$ cat config.mk
export PLATFORM = sky130hd
export DESIGN_NAME = hashed_message_deframer_unit
export DESIGN_NICKNAME = d
export VERILOG_FILES = /design/src/rtl/hmd_pkg.sv /design/src/rtl/hmd_front.sv /design/src/rtl/hmd_back.sv /design/src/rtl/hashed_message_deframer_unit.sv
export SDC_FILE = /design/constraint.sdc
export NUM_CORES = 2
export LEC_CHECK = 0
export BUFFER_PORTS_ARGS = -buffer_cell sky130_fd_sc_hd__buf_4
export CORE_MARGIN = 4
export CORE_UTILIZATION = 35
export DETAILED_ROUTE_END_ITERATION = 6
export GPL_TIMING_DRIVEN = 1
export PLACE_DENSITY = 0.62
export SYNTH_ARGS = -nofsm -noshare
export SYNTH_HDL_FRONTEND = slang
export SYNTH_SLANG_ARGS = --single-unit
$ cat constraint.sdc
create_clock -name i_clk -period 20.8 [get_ports i_clk]
set_clock_uncertainty 0.15 [all_clocks]
set_input_delay 1.04 -clock i_clk [delete_from_list [all_inputs] [get_ports i_clk]]
set_output_delay 1.04 -clock i_clk [all_outputs]
set_load 0.01 [all_outputs]
$ cat src/rtl/hmd_pkg.sv
// Shared types, constants and helper functions of the hashed message deframer.
package hmd_pkg;

    // Table geometry and field widths.
    localparam int TBL_ENTRIES = 16;
    localparam int IDX_W       = 4;
    localparam int KEY_W       = 32;
    localparam int SIZE_W      = 32;
    localparam int LEN_BYTES   = 4;
    localparam int KEY_BYTES   = 4;

    // Stream port widths.
    localparam int S_TDATA_W = 80;
    localparam int M_TDATA_W = 16;

    // Configuration register indexes.
    localparam logic [1:0] CFG_HASH_LEN  = 2'd0;
    localparam logic [1:0] CFG_ENTRY_CNT = 2'd1;

    // Result kinds, carried on the result tuser.
    typedef enum logic [1:0] {
        KIND_DATA     = 2'd0,
        KIND_EMPTY    = 2'd1,
        KIND_UNKNOWN  = 2'd2,
        KIND_TOO_LONG = 2'd3
    } t_kind;

    // Operation of one queued command.
    typedef enum logic {
        OP_BYTE  = 1'b0,
        OP_WRITE = 1'b1
    } t_op;

    // One classified input item as it sits in the queue.
    typedef struct packed {
        t_op                 op;
        logic [7:0]          data_byte;
        logic [IDX_W-1:0]    entry_index;
        logic [KEY_W-1:0]    entry_key;
        logic                entry_variable;
        logic [SIZE_W-1:0]   entry_size;
    } t_cmd;

    // Configuration seen by the back end.
    typedef struct packed {
        logic [2:0] hash_length;
        logic [4:0] entry_count;
    } t_cfg;

    // Status reported by the back end.
    typedef struct packed {
        logic       halted;
        logic [1:0] header_count;
    } t_status;

    // Effective hash length: zero counts as one, anything above the key width is clipped.
    function automatic logic [2:0] eff_hash_len(input logic [2:0] hl);
        logic [2:0] n;
        n = hl;
        if (n < 3'd1) begin
            n = 3'd1;
        end
        if (n > 3'(KEY_BYTES)) begin
            n = 3'(KEY_BYTES);
        end
        return n;
    endfunction

    // Mask that keeps the first n hash bytes of a key.
    function automatic logic [KEY_W-1:0] hash_mask(input logic [2:0] n);
        logic [KEY_W-1:0] m;
        case (n)
            3'd1:    m = 32'h0000_00FF;
            3'd2:    m = 32'h0000_FFFF;
            3'd3:    m = 32'h00FF_FFFF;
            default: m = 32'hFFFF_FFFF;
        endcase
        return m;
    endfunction

    // Replace byte position pos of a 32-bit word.
    function automatic logic [31:0] put_byte(input logic [31:0] w, input logic [1:0] pos,
                                             input logic [7:0] b);
        logic [31:0] r;
        r = w;
        r[8*pos +: 8] = b;
        return r;
    endfunction

endpackage

$ cat src/rtl/hmd_front.sv
// Input side: accepts stream transfers, classifies them and queues them for the back end.
module hmd_front
    import hmd_pkg::*;
(
    input  logic                 i_clk,
    input  logic                 i_rst_n,
    input  logic                 i_s_tvalid,
    output logic                 o_s_tready,
    input  logic [S_TDATA_W-1:0] i_s_tdata,
    input  logic                 i_s_tuser,
    output logic                 o_q_valid,
    output t_cmd                 o_q_cmd,
    input  logic                 i_q_pop,
    output logic [1:0]           o_q_level
);

    localparam int QDEPTH = 2;

    t_cmd       r_mem [QDEPTH];
    logic       r_wr_ptr;
    logic       r_rd_ptr;
    logic [1:0] r_level;
    logic       w_push;
    logic       w_pop;
    t_cmd       w_cmd;

    // Classify the item: tuser selects a table write or a stream byte.
    always_comb begin
        w_cmd.op             = i_s_tuser ? OP_WRITE : OP_BYTE;
        w_cmd.data_byte      = i_s_tdata[7:0];
        w_cmd.entry_index    = i_s_tdata[11:8];
        w_cmd.entry_key      = i_s_tdata[43:12];
        w_cmd.entry_variable = i_s_tdata[44];
        w_cmd.entry_size     = i_s_tdata[76:45];
    end

    assign o_s_tready = (r_level != 2'(QDEPTH));
    assign w_push     = i_s_tvalid && o_s_tready;
    assign w_pop      = i_q_pop && o_q_valid;
    assign o_q_valid  = (r_level != 2'd0);
    assign o_q_cmd    = r_mem[r_rd_ptr];
    assign o_q_level  = r_level;

    // Queue storage.
    always_ff @(posedge i_clk) begin
        if (w_push) begin
            r_mem[r_wr_ptr] <= w_cmd;
        end
    end

    // Queue pointers and fill level.
    always_ff @(posedge i_clk) begin
        if (!i_rst_n) begin
            r_wr_ptr <= 1'b0;
            r_rd_ptr <= 1'b0;
            r_level  <= 2'd0;
        end else begin
            if (w_push) begin
                r_wr_ptr <= ~r_wr_ptr;
            end
            if (w_pop) begin
                r_rd_ptr <= ~r_rd_ptr;
            end
            case ({w_push, w_pop})
                2'b10:   r_level <= r_level + 2'd1;
                2'b01:   r_level <= r_level - 2'd1;
                default: r_level <= r_level;
            endcase
        end
    end

endmodule

$ cat src/rtl/hmd_back.sv
// Execution side: type table, header parsing state machine and the result register.
module hmd_back
    import hmd_pkg::*;
(
    input  logic                 i_clk,
    input  logic                 i_rst_n,
    input  t_cfg                 i_cfg,
    input  logic                 i_q_valid,
    input  t_cmd                 i_q_cmd,
    output logic                 o_q_pop,
    output logic                 o_m_tvalid,
    input  logic                 i_m_tready,
    output logic [M_TDATA_W-1:0] o_m_tdata,
    output t_kind                o_m_tuser,
    output logic                 o_m_tlast,
    output t_status              o_status
);

    typedef enum logic [1:0] {
        PH_HASH    = 2'd0,
        PH_LEN     = 2'd1,
        PH_PAYLOAD = 2'd2,
        PH_HALT    = 2'd3
    } t_phase;

    // Type table, undefined until written.
    logic [KEY_W-1:0]  r_tkey  [TBL_ENTRIES];
    logic              r_tvar  [TBL_ENTRIES];
    logic [SIZE_W-1:0] r_tsize [TBL_ENTRIES];

    t_phase            r_phase, n_phase;
    logic [1:0]        r_cnt, n_cnt;
    logic [KEY_W-1:0]  r_key, n_key;
    logic [31:0]       r_len, n_len;
    logic [SIZE_W-1:0] r_left, n_left;
    logic [IDX_W-1:0]  r_cur, n_cur;

    logic              r_out_valid;
    t_kind             r_kind, n_kind;
    logic [IDX_W-1:0]  r_idx, n_idx;
    logic [7:0]        r_byte, n_byte;
    logic              r_last, n_last;
    logic              n_emit;

    logic              w_step;
    logic [2:0]        w_hlen;
    logic [KEY_W-1:0]  w_mask;
    logic [KEY_W-1:0]  w_full_key;
    logic [31:0]       w_full_len;
    logic              w_found;
    logic [IDX_W-1:0]  w_hit;

    // A command leaves the queue whenever the result register is free or being drained.
    assign o_q_pop = i_q_valid && (!r_out_valid || i_m_tready);
    assign w_step  = o_q_pop && (i_q_cmd.op == OP_BYTE);

    // Key lookup: every valid entry compared in parallel, highest index wins.
    always_comb begin
        w_hlen     = eff_hash_len(i_cfg.hash_length);
        w_mask     = hash_mask(w_hlen);
        w_full_key = put_byte(r_key, r_cnt, i_q_cmd.data_byte);
        w_full_len = put_byte(r_len, r_cnt, i_q_cmd.data_byte);
        w_found    = 1'b0;
        w_hit      = '0;
        for (int i = 0; i < TBL_ENTRIES; i++) begin
            if ((5'(i) < i_cfg.entry_count) &&
                ((r_tkey[i] & w_mask) == (w_full_key & w_mask))) begin
                w_found = 1'b1;
                w_hit   = IDX_W'(i);
            end
        end
    end

    // Next state of the message parser.
    always_comb begin
        n_phase = r_phase;
        n_cnt   = r_cnt;
        n_key   = r_key;
        n_len   = r_len;
        n_left  = r_left;
        n_cur   = r_cur;
        n_emit  = 1'b0;
        n_kind  = KIND_DATA;
        n_idx   = r_cur;
        n_byte  = 8'd0;
        n_last  = 1'b1;
        case (r_phase)
            PH_HASH: begin
                if (({1'b0, r_cnt} + 3'd1) < w_hlen) begin
                    n_cnt = r_cnt + 2'd1;
                    n_key = w_full_key;
                end else begin
                    n_cnt = 2'd0;
                    n_key = w_full_key;
                    if (!w_found) begin
                        n_phase = PH_HALT;
                        n_emit  = 1'b1;
                        n_kind  = KIND_UNKNOWN;
                        n_idx   = '0;
                    end else begin
                        n_cur = w_hit;
                        n_idx = w_hit;
                        if (r_tvar[w_hit]) begin
                            n_phase = PH_LEN;
                            n_len   = '0;
                        end else if (r_tsize[w_hit] == '0) begin
                            n_emit = 1'b1;
                            n_kind = KIND_EMPTY;
                        end else begin
                            n_left  = r_tsize[w_hit];
                            n_phase = PH_PAYLOAD;
                        end
                    end
                end
            end
            PH_LEN: begin
                n_len = w_full_len;
                if (({1'b0, r_cnt} + 3'd1) < 3'(LEN_BYTES)) begin
                    n_cnt = r_cnt + 2'd1;
                end else begin
                    n_cnt = 2'd0;
                    if (w_full_len > r_tsize[r_cur]) begin
                        n_phase = PH_HALT;
                        n_emit  = 1'b1;
                        n_kind  = KIND_TOO_LONG;
                    end else if (w_full_len == '0) begin
                        n_phase = PH_HASH;
                        n_emit  = 1'b1;
                        n_kind  = KIND_EMPTY;
                    end else begin
                        n_left  = w_full_len;
                        n_phase = PH_PAYLOAD;
                    end
                end
            end
            PH_PAYLOAD: begin
                n_emit = 1'b1;
                n_kind = KIND_DATA;
                n_byte = i_q_cmd.data_byte;
                n_last = (r_left <= 32'd1);
                if (r_left <= 32'd1) begin
                    n_left  = '0;
                    n_phase = PH_HASH;
                end else begin
                    n_left = r_left - 32'd1;
                end
            end
            default: begin
                n_emit = 1'b0;
            end
        endcase
    end

    // Table writes.
    always_ff @(posedge i_clk) begin
        if (o_q_pop && (i_q_cmd.op == OP_WRITE)) begin
            r_tkey[i_q_cmd.entry_index]  <= i_q_cmd.entry_key;
            r_tvar[i_q_cmd.entry_index]  <= i_q_cmd.entry_variable;
            r_tsize[i_q_cmd.entry_index] <= i_q_cmd.entry_size;
        end
    end

    // Parser state and result register.
    always_ff @(posedge i_clk) begin
        if (!i_rst_n) begin
            r_phase     <= PH_HASH;
            r_cnt       <= 2'd0;
            r_key       <= '0;
            r_len       <= '0;
            r_left      <= '0;
            r_cur       <= '0;
            r_out_valid <= 1'b0;
        end else begin
            if (w_step) begin
                r_phase <= n_phase;
                r_cnt   <= n_cnt;
                r_key   <= n_key;
                r_len   <= n_len;
                r_left  <= n_left;
                r_cur   <= n_cur;
            end
            if (w_step && n_emit) begin
                r_out_valid <= 1'b1;
            end else if (i_m_tready) begin
                r_out_valid <= 1'b0;
            end
        end
        if (w_step && n_emit) begin
            r_kind <= n_kind;
            r_idx  <= n_idx;
            r_byte <= n_byte;
            r_last <= n_last;
        end
    end

    assign o_m_tvalid = r_out_valid;
    assign o_m_tdata  = {4'd0, r_byte, r_idx};
    assign o_m_tuser  = r_kind;
    assign o_m_tlast  = r_last;

    assign o_status.halted       = (r_phase == PH_HALT);
    assign o_status.header_count = r_cnt;

endmodule

$ cat src/rtl/hashed_message_deframer_unit.sv
// Top level of the hashed message deframer: configuration registers, front and back ends.
//
// The deframer takes one input transfer per clock while its queue has room: a stream byte
// (tuser 0) or a table entry write (tuser 1). A two-entry queue separates the input side
// from the parser, and one result register holds a finished result, so a stalled output
// does not stop input until the queue is full. The parser's rate is set by the key match,
// which compares all sixteen table entries combinationally in parallel on the last hash
// byte. Each payload byte gives one result; a message with an empty payload gives one
// result of kind empty; an unknown hash or a length above the type's maximum gives one
// error result, after which stream bytes are dropped until reset (table writes are still
// taken). Configuration writes are always ready and are registered for the parser.
module hashed_message_deframer_unit
    import hmd_pkg::*;
(
    input  logic                 i_clk,
    input  logic                 i_rst_n,
    // Input stream.
    input  logic                 i_s_tvalid,
    output logic                 o_s_tready,
    // tdata from bit 0: data_byte[7:0], entry_index[11:8], entry_key[43:12],
    // entry_variable[44], entry_size[76:45], zero fill[79:77].
    input  logic [S_TDATA_W-1:0] i_s_tdata,
    // tuser: func (0 stream byte, 1 table write).
    input  logic                 i_s_tuser,
    // Result stream.
    output logic                 o_m_tvalid,
    input  logic                 i_m_tready,
    // tdata from bit 0: msg_index[3:0], payload_byte[11:4], zero fill[15:12].
    output logic [M_TDATA_W-1:0] o_m_tdata,
    // tuser: kind[1:0].
    output logic [1:0]           o_m_tuser,
    output logic                 o_m_tlast,
    // Configuration writes.
    input  logic                 i_cfg_valid,
    output logic                 o_cfg_ready,
    input  logic [1:0]           i_cfg_index,
    input  logic [7:0]           i_cfg_data
);

    logic [2:0] r_hash_len;
    logic [4:0] r_entry_cnt;
    t_cfg       w_cfg;
    logic       w_q_valid;
    t_cmd       w_q_cmd;
    logic       w_q_pop;
    logic [1:0] w_q_level;
    t_kind      w_kind;
    t_status    w_status;

    // Configuration registers.
    assign o_cfg_ready = 1'b1;

    always_ff @(posedge i_clk) begin
        if (!i_rst_n) begin
            r_hash_len  <= 3'd4;
            r_entry_cnt <= 5'd1;
        end else if (i_cfg_valid && o_cfg_ready) begin
            case (i_cfg_index)
                CFG_HASH_LEN:  r_hash_len  <= i_cfg_data[2:0];
                CFG_ENTRY_CNT: r_entry_cnt <= i_cfg_data[4:0];
                default:       r_hash_len  <= r_hash_len;
            endcase
        end
    end

    assign w_cfg.hash_length = r_hash_len;
    assign w_cfg.entry_count = r_entry_cnt;

    hmd_front u_front (
        .i_clk      (i_clk),
        .i_rst_n    (i_rst_n),
        .i_s_tvalid (i_s_tvalid),
        .o_s_tready (o_s_tready),
        .i_s_tdata  (i_s_tdata),
        .i_s_tuser  (i_s_tuser),
        .o_q_valid  (w_q_valid),
        .o_q_cmd    (w_q_cmd),
        .i_q_pop    (w_q_pop),
        .o_q_level  (w_q_level)
    );

    hmd_back u_back (
        .i_clk      (i_clk),
        .i_rst_n    (i_rst_n),
        .i_cfg      (w_cfg),
        .i_q_valid  (w_q_valid),
        .i_q_cmd    (w_q_cmd),
        .o_q_pop    (w_q_pop),
        .o_m_tvalid (o_m_tvalid),
        .i_m_tready (i_m_tready),
        .o_m_tdata  (o_m_tdata),
        .o_m_tuser  (w_kind),
        .o_m_tlast  (o_m_tlast),
        .o_status   (w_status)
    );

    assign o_m_tuser = w_kind;

    // A pending error result means the parser has already halted.
    a_error_halts: assert property (@(posedge i_clk) disable iff (!i_rst_n)
        (o_m_tvalid && (w_kind == KIND_UNKNOWN || w_kind == KIND_TOO_LONG))
            |-> w_status.halted)
        else $error("error result without halted parser");

    // The halted state holds until reset.
    a_halt_sticky: assert property (@(posedge i_clk) disable iff (!i_rst_n)
        w_status.halted |=> w_status.halted)
        else $error("parser left the halted state");

    // Only payload results may be non-final.
    a_nondata_last: assert property (@(posedge i_clk) disable iff (!i_rst_n)
        (o_m_tvalid && (w_kind != KIND_DATA)) |-> o_m_tlast)
        else $error("empty or error result without last");

    // The queue never overfills and input readiness follows its level.
    a_queue_level: assert property (@(posedge i_clk) disable iff (!i_rst_n)
        (w_q_level <= 2'd2) && (o_s_tready == (w_q_level != 2'd2)))
        else $error("queue level out of range");

endmodule

Word level (Yosys, flattened, before mapping)
Memories as Yosys holds them, arrays and structs flattened. A register that Yosys moved wholly into a read port is not among the register bits.
Cells that the tools add are included.

cells by class
  $add $sub $neg = 6
  muxes and demuxes = 92
  reduce and logical (&&, ||, !) cells = 41
  order comparisons = 22
  eq/ne operators = 35
  bitwise operators = 21
  shifts and indexed selects = 2

operator list
  kind                       count
  $and A32 B32 Y32           17
  $eq A32 B32 Y1             16
  $mux W32                   11
  $pmux W32 S3               2
  $bwmux W32                 2
  $logic_not A32 Y1          2
  $pmux W32 S2               1
  $mux W4                    13
  $lt A4 B5 Y1 const A       8
  $mux W1                    35
  $mux W2                    17
  $neg A5 Y34                1
  $shift A8 B34 Y32 const A  1
  $shiftx A8 B34 Y32         1
  $gt A32 B32 Y1             1
  $le A32 B1 Y1 const B      1
  $sub A32 B1 Y32 const B    1
  $logic_and A1 B1 Y1        22
  $lt A3 B5 Y1 const A       4
  $mux W3                    6
  $ne A2 B2 Y1 const B       7
  $pmux W2 S2                3
  $lt A1 B5 Y1 const A       2
  $lt A2 B5 Y1 const A       2
  26 further kinds           43

word-level totals
  memories = 4
  register bits = 132
  word-level logic and storage cells = 239
  memory bits (writable) = 1196
  bits of input ports = 96
  output and inout bits = 22

memories
  name            depth  width  rd ports  clocked after Yosys merged registers in  write ports  line             text
  u_back.r_tkey   16     32     16        0                                        1            hmd_back.sv:27   logic [KEY_W-1:0] r_tkey [TBL_ENTRIES];
  u_back.r_tsize  16     32     2         1                                        1            hmd_back.sv:29   logic [SIZE_W-1:0] r_tsize [TBL_ENTRIES];
  u_front.r_mem   2      78     1         1                                        1            hmd_front.sv:19  t_cmd r_mem [QDEPTH];
  u_back.r_tvar   16     1      1         0                                        1            hmd_back.sv:28   logic r_tvar [TBL_ENTRIES];

Logic depth before layout (Yosys ltp)
An unclocked memory read counts as a cell.

  depth in word-level cells = 33
  gate-level depth with buffers = 32
  depth with buffers taken out = 23

Hierarchy
Synthesis repeated with hierarchy kept, for this count alone.

second synthesis, totals
  cell total of the unflattened synthesis = 4473
  area total of the unflattened synthesis = 62678.9 um^2

by module, submodules not included
  module                        area an instance (um^2)  seq. area each (um^2)  times used  cells each
  hmd_back                      56470.4                  33862.5                1           4169
  hmd_front                     5861.9                   4784.6                 1           267
  hashed_message_deframer_unit  346.6                    160.2                  1           37

Least setup slack after synthesis
Ideal clock, no wire load.

  path type = register to register
  start point = register u_back.r_cnt[0]
  end point = register u_back.r_last, in the netlist u_back.o_m_tlast, enable pin
  period minus slack after synthesis = 7206 ps
  arrival time = 6665 ps
  slack = 13594 ps
  path buffers = 9
  stages on the path, launching flop included = 29
  library setup time = 391 ps
  data required time = 20259 ps
  cell sequence = dfxtp_1 > buf_4 > inv_1 > ha_1 > nand4bb_1 > buf_2 > o21a_1 > buf_2 > buf_1 > nor3_1 > nor4_1 > o2111ai_1 > nor3_1 > a21boi_0 > or2_2 > o21bai_1 > buf_2 > buf_4 > buf_2 > buf_4 > mux2i_1 > o22ai_1 > nor3_1 > o211ai_1 > nor4_1 > and4_1 > buf_2 > nand4b_1 > a21boi_1

between the ends
  cells in the longest elaborated chain, start to end = 29
  elaborated cells between the ends (all ways) = 86
  those cells by class = add/sub (2); order compare (3); eq/ne (16); shift (2); mux (41); bitwise (1); reduce/logical (19); memory (2)

RTL lines
  item                                                     line             text
  start, declared                                          hmd_back.sv:32   logic [1:0] r_cnt, n_cnt;
  start signal, assigned                                   hmd_back.sv:176  r_cnt <= n_cnt;
  $neg A5 Y34                                              hmd_pkg.sv:86    r[8*pos +: 8] = b;
  $shiftx A8 B34 Y32 or $shift A8 B34 Y32 (tied branches)  hmd_pkg.sv:86
  $bwmux W32                                               hmd_pkg.sv:86
  $and A32 B32 Y32                                         hmd_back.sv:67   ((r_tkey[i] & w_mask) == (w_full_key & w_mask))) begin
  $eq A32 B32 Y1                                           hmd_back.sv:67
  $logic_and A1 B1 Y1                                      hmd_back.sv:66   if ((5'(i) < i_cfg.entry_count) &&
  $mux W1                                                  hmd_back.sv:66
  $mux W2 (2 in a row)                                     hmd_back.sv:66
  [... 12 more ...]                                        -
  $mem_v2 Z16 W32                                          -
  $logic_not A32 Y1                                        hmd_back.sv:106  end else if (r_tsize[w_hit] == '0) begin
  $mux W1                                                  hmd_back.sv:106
  $mux W1                                                  hmd_back.sv:103  if (r_tvar[w_hit]) begin
  $mux W1                                                  hmd_back.sv:95   if (!w_found) begin
  $mux W1                                                  hmd_back.sv:89   if (({1'b0, r_cnt} + 3'd1) < w_hlen) begin
  $pmux W1 S3 *                                            hmd_back.sv:87   case (r_phase)
  $logic_and A1 B1 Y1 *                                    hmd_back.sv:188  if (w_step && n_emit) begin
  end signal, assigned                                     hmd_back.sv:192  r_last <= n_last;
  end, declared                                            hmd_back.sv:42   logic r_last, n_last;

Mark *: on every way between the ends. The rest lies on a longest branch, timed or not.
A chain may end at the register's enable or synchronous reset.

Final worst setup path
  start point = register u_back.r_cnt[0]
  end point = register u_back.r_byte[7], enable pin

between the ends
  cells in the longest elaborated chain, start to end = 29
  elaborated cells between the ends (all ways) = 86
  those cells by class = add/sub (2); order compare (3); eq/ne (16); shift (2); mux (41); bitwise (1); reduce/logical (19); memory (2)

RTL lines
  item                                                     line             text
  $neg A5 Y34                                              hmd_pkg.sv:86
  $shiftx A8 B34 Y32 or $shift A8 B34 Y32 (tied branches)  hmd_pkg.sv:86
  $bwmux W32                                               hmd_pkg.sv:86
  $and A32 B32 Y32                                         hmd_back.sv:67
  $eq A32 B32 Y1                                           hmd_back.sv:67
  $logic_and A1 B1 Y1                                      hmd_back.sv:66
  $mux W1                                                  hmd_back.sv:66
  $mux W2 (2 in a row)                                     hmd_back.sv:66
  [... 12 more ...]                                        -
  $mem_v2 Z16 W32                                          -
  $logic_not A32 Y1                                        hmd_back.sv:106
  $mux W1                                                  hmd_back.sv:106
  $mux W1                                                  hmd_back.sv:103
  $mux W1                                                  hmd_back.sv:95
  $mux W1                                                  hmd_back.sv:89
  $pmux W1 S3 *                                            hmd_back.sv:87
  $logic_and A1 B1 Y1 *                                    hmd_back.sv:188
  end signal, assigned                                     hmd_back.sv:191  r_byte <= n_byte;
  end, declared                                            hmd_back.sv:41   logic [7:0] r_byte, n_byte;

Marks and branches as above.

==> key figures <==
Power
  – Peak supply drop: 0.111 mV
  – Comb power frac: 28.2%
  – Psw: 0.00269 W
  – Sw frac: 33.8%
  – Pwr dens: 115 mW/mm^2
  – P_int: 0.00527 W
  – Leak Pwr: 21.5 nW
  – Clock share of power: 29.5%
  – Flop pwr share: 42.3%

GRT
  – Grt ovf: 0
  – Largest net degree at the start of global routing: 116
  – First-pass GRT wire length: 283,000 um
  – GRT Total Usage: 21.5%
  – Vias in the first global route: 38,682
  – Antenna violations before repair: 13

Synth
  – Synthesized area per cell: 14.4 um^2
  – Synthesized cell area: 0.0614 mm^2
  – Top cells by count, synth: edfxtp_1, mux2i_1, nand2_1
  – Top cells by area, synth: edfxtp_1, mux4_2, dfxtp_1
  – Post-synth top flop: edfxtp_1
  – Ys Warns: 0
  – Post-synth EDFFs: 1,211
  – Cells after synthesis: 4,267
  – Cell taking the most area after synthesis: edfxtp_1
  – Post-synthesis sequential area ratio: 63.2%
  – Fraction of registers with async set/reset: 0%
  – FF+latch count, synth: 1,333
  – Top-area cell type share of the netlist area: 59.3%
  – Library cells used by synthesis: 92
  – Top-count cell post-synth: edfxtp_1

Layout
  – Reg area: 0.0388 mm^2
  – Area of the multi-input gates: 0.0211 mm^2
  – Fill cells: 15,919
  – Nets: 4,482
  – Final Cell Area: 0.0692 mm^2
  – Layout cell share with drive strength beyond 1: 17.8%
  – Area Growth Syn to Fin: 12.8%
  – Final Util: 39.8%

Setup path
  – Largest stage delay, worst path: 1250 ps
  – CP Cell Sequence: inv_1, ha_1, nand4bb_1, o22ai_2, buf_4, xor2_1, a2111oi_0, nand4_1, nor4_2, a21o_1, o21bai_4, buf_4, mux2i_1, o22ai_1, nor4_1, nand3_1, nor4_2, and4_1, nand4b_1, a21boi_2
  – CP Depth: 20
  – CP Class: flip-flop to flip-flop
  – Slowest-stage cell, CP: nor4_2
  – Arrival @ worst endpoint: 12,350 ps
  – Worst Path Buf+Inv: 3
  – Crit. End Element: flip-flop
  – Delay-heaviest family, CP: simple AND/OR/NAND/NOR gates
  – Crit Path Max Fanout: 28
  – CP Launch Type: flip-flop
  – Worst reg-to-reg path cell count: 20
  – Req. time, crit path: 21,030 ps

Floorplan
  – DIE HEIGHT: 427 um
  – DIE AREA: 0.182 mm^2
  – Initial core utilization: 35.3%
  – Row count: 153
  – Die X-Extent: 427 um
  – # IOs: 118
  – Core area: 0.174 mm^2

Worst hold path
  – Hold crit path type: input pin to flip-flop
  – Worst hold path depth: 1

Clocking
  – Post-cts sizing count: 0
  – Clk_lat worst skew: 780 ps
  – Post-CTS setup buffer count: 0
  – Clk sinks: 1,333
  – Htree depth: 4
  – CTS root buf: clkbuf_16
  – Clock Tree Buf Depth: 3
  – Reg clk slew, reported paths: 60 ps
  – TritonCTS clock tree: yes
  – CTS Buf Count: 133
  – CTS Hold Buffers Added: 0

Outcome
  – Violated checks: max-capacitance violations, max-slew violations
  – Status: finished with violations

Detailed routing
  – DR vias: 40,729
  – Routed vias/inst: 6.02
  – Wire length per cell: 29.6 um
  – Starting DRT DRC Count: 5,480
  – Final wirelength: 201,000 um
  – Drt drc: 0
  – DRT antenna net count: 0
  – DRT Pass-1 Iters: 7

Timing
  – Worst slew margin: -2.41%
  – Max-slew violation count: 1
  – Setup TNS Final: 0 ps
  – F_max: 82.5 MHz
  – Fin. Hold Viols: 0
  – Min Tclk post-route: 12,120 ps
  – Final setup margin: 8680 ps
  – Endpoints failing setup: 0
  – Worst hold slack: 287 ps
  – Crit share post-route: 58.3%
  – Worst-margin pin slew: 1500 ps
  – RSZ-0062 raised after global routing: no

Place
  – GPL Wtd Cong: 0.990
  – Port bufs: 106
  – Dpl ws: 9380 ps
  – Placed cell area: 0.0651 mm^2
  – HPWL after detailed placement: 123,000 um

Job
  – MaxCap Viol Count: 1
==> routing by layer <==
layer	global-route usage (%)	wire length, um
met1	29.2	79000
met2	32.7	89700
met3	5.95	23600
met4	8.17	8260
met5	0	67
==> registers in the layout, indices dropped and copies added (netlist names), named ones only <==
register	flops
u_back.r_tkey	512
u_back.r_tsize	512
u_front.r_mem	156
u_back.r_key	32
u_back.r_left	32
u_back.r_len	32
u_back.r_tvar	16
u_back.r_byte	8
r_entry_cnt	5
u_back.r_cur	4
u_back.r_idx	4
r_hash_len	3
u_back.o_m_tuser	2
u_back.r_cnt	2
u_back.r_phase	2
u_front.o_q_level	2
u_back.o_m_tlast	1
u_back.o_m_tvalid	1
u_front.r_rd_ptr	1
u_front.r_wr_ptr	1
==> layout make-up <==
class,count,area share [%]
Sequential cell,1333,56.1
Multi-Input combinational cell,2531,30.5
Clock buffer,163,5.12
Tap cell,2325,4.20
Timing Repair Buffer,244,2.66
Clock inverter,70,0.869
Inverter,96,0.520
Antenna cell,8,0.0289
==> power groups by stage <==
stage	combinational (W)	sequential [W]	clock, W
after CTS	0.00220	0.00336	0.00238
after detailed placement	0.00219	0.00342	0
after global placement	0.00217	0.00341	0
final	0.00225	0.00336	0.00235
after floorplan	0.00139	0.00339	0
after global routing	0.00236	0.00338	0.00249
==> through the flow <==
step	power, W	cells
2_1_floorplan	0.00478	4270
3_3_place_gp	0.00557	6529
3_5_place_dp	0.00561	6529
4_1_cts	0.00794	6762
5_1_grt	0.00822	6763
6_report	0.00796	6770
==> placed cells by master, fill, tap and decap left out, drive strengths merged, types with 21 or more instances in the layout <==
cell type | netlist | final
edfxtp | 1211 | 1211
buf | 151 | 244
mux2i | 228 | 228
nand2 | 193 | 193
nor2 | 167 | 167
clkbuf | 159 | 163
mux4 | 160 | 160
xor2 | 151 | 151
nor3 | 146 | 146
xnor2 | 143 | 143
dfxtp | 122 | 122
o22ai | 122 | 122
inv | 96 | 107
a21oi | 95 | 95
mux2 | 94 | 94
nor4 | 82 | 82
nand3 | 80 | 80
o21ai | 71 | 71
a211oi | 53 | 53
o2bb2ai | 50 | 50
o211ai | 47 | 47
a22oi | 47 | 47
ha | 47 | 47
nand4 | 46 | 46
clkinv | 0 | 44
o2111ai | 38 | 38
a2bb2oi | 37 | 37
a221oi | 36 | 36
a2111oi | 32 | 32
o31ai | 31 | 31
nand2b | 28 | 28
o21a | 23 | 23
or3 | 23 | 23
nor2b | 21 | 21
==> path summary, 6_finish.rpt <==
| check | from | slack, ps | endpoint |
|---|---|---|---|
| worst max-delay path | u_back.r_cnt[0]$_SDFFE_PN0P_ | 8680 | u_back.r_byte[7]$_SDFFCE_PN0P_ |
| worst min-delay path | i_s_tdata[27] | 290 | u_front.r_mem[1][48]$_DFFE_PP_ |
| worst max register to register | u_back.r_cnt[0]$_SDFFE_PN0P_ | 8680 | u_back.r_byte[7]$_SDFFCE_PN0P_ |
| worst min register to register | u_back.r_len[12]$_SDFFE_PN0P_ | 310 | u_back.r_len[12]$_SDFFE_PN0P_ |
==> logic make-up after synthesis <==
| family | count (synthesis) | synth area share [%] |
|---|---|---|
| fa+ha+maj | 47 | 0.958 |
| simple gates | 856 | 7.00 |
| xor+xnor | 294 | 4.20 |
| buf+inv | 406 | 2.86 |
| compound gates | 847 | 10.4 |
| other cells | 2 | 0.0122 |
| flops | 1333 | 63.2 |
| mux | 482 | 11.3 |
Power figures use the tool's default switching activity.
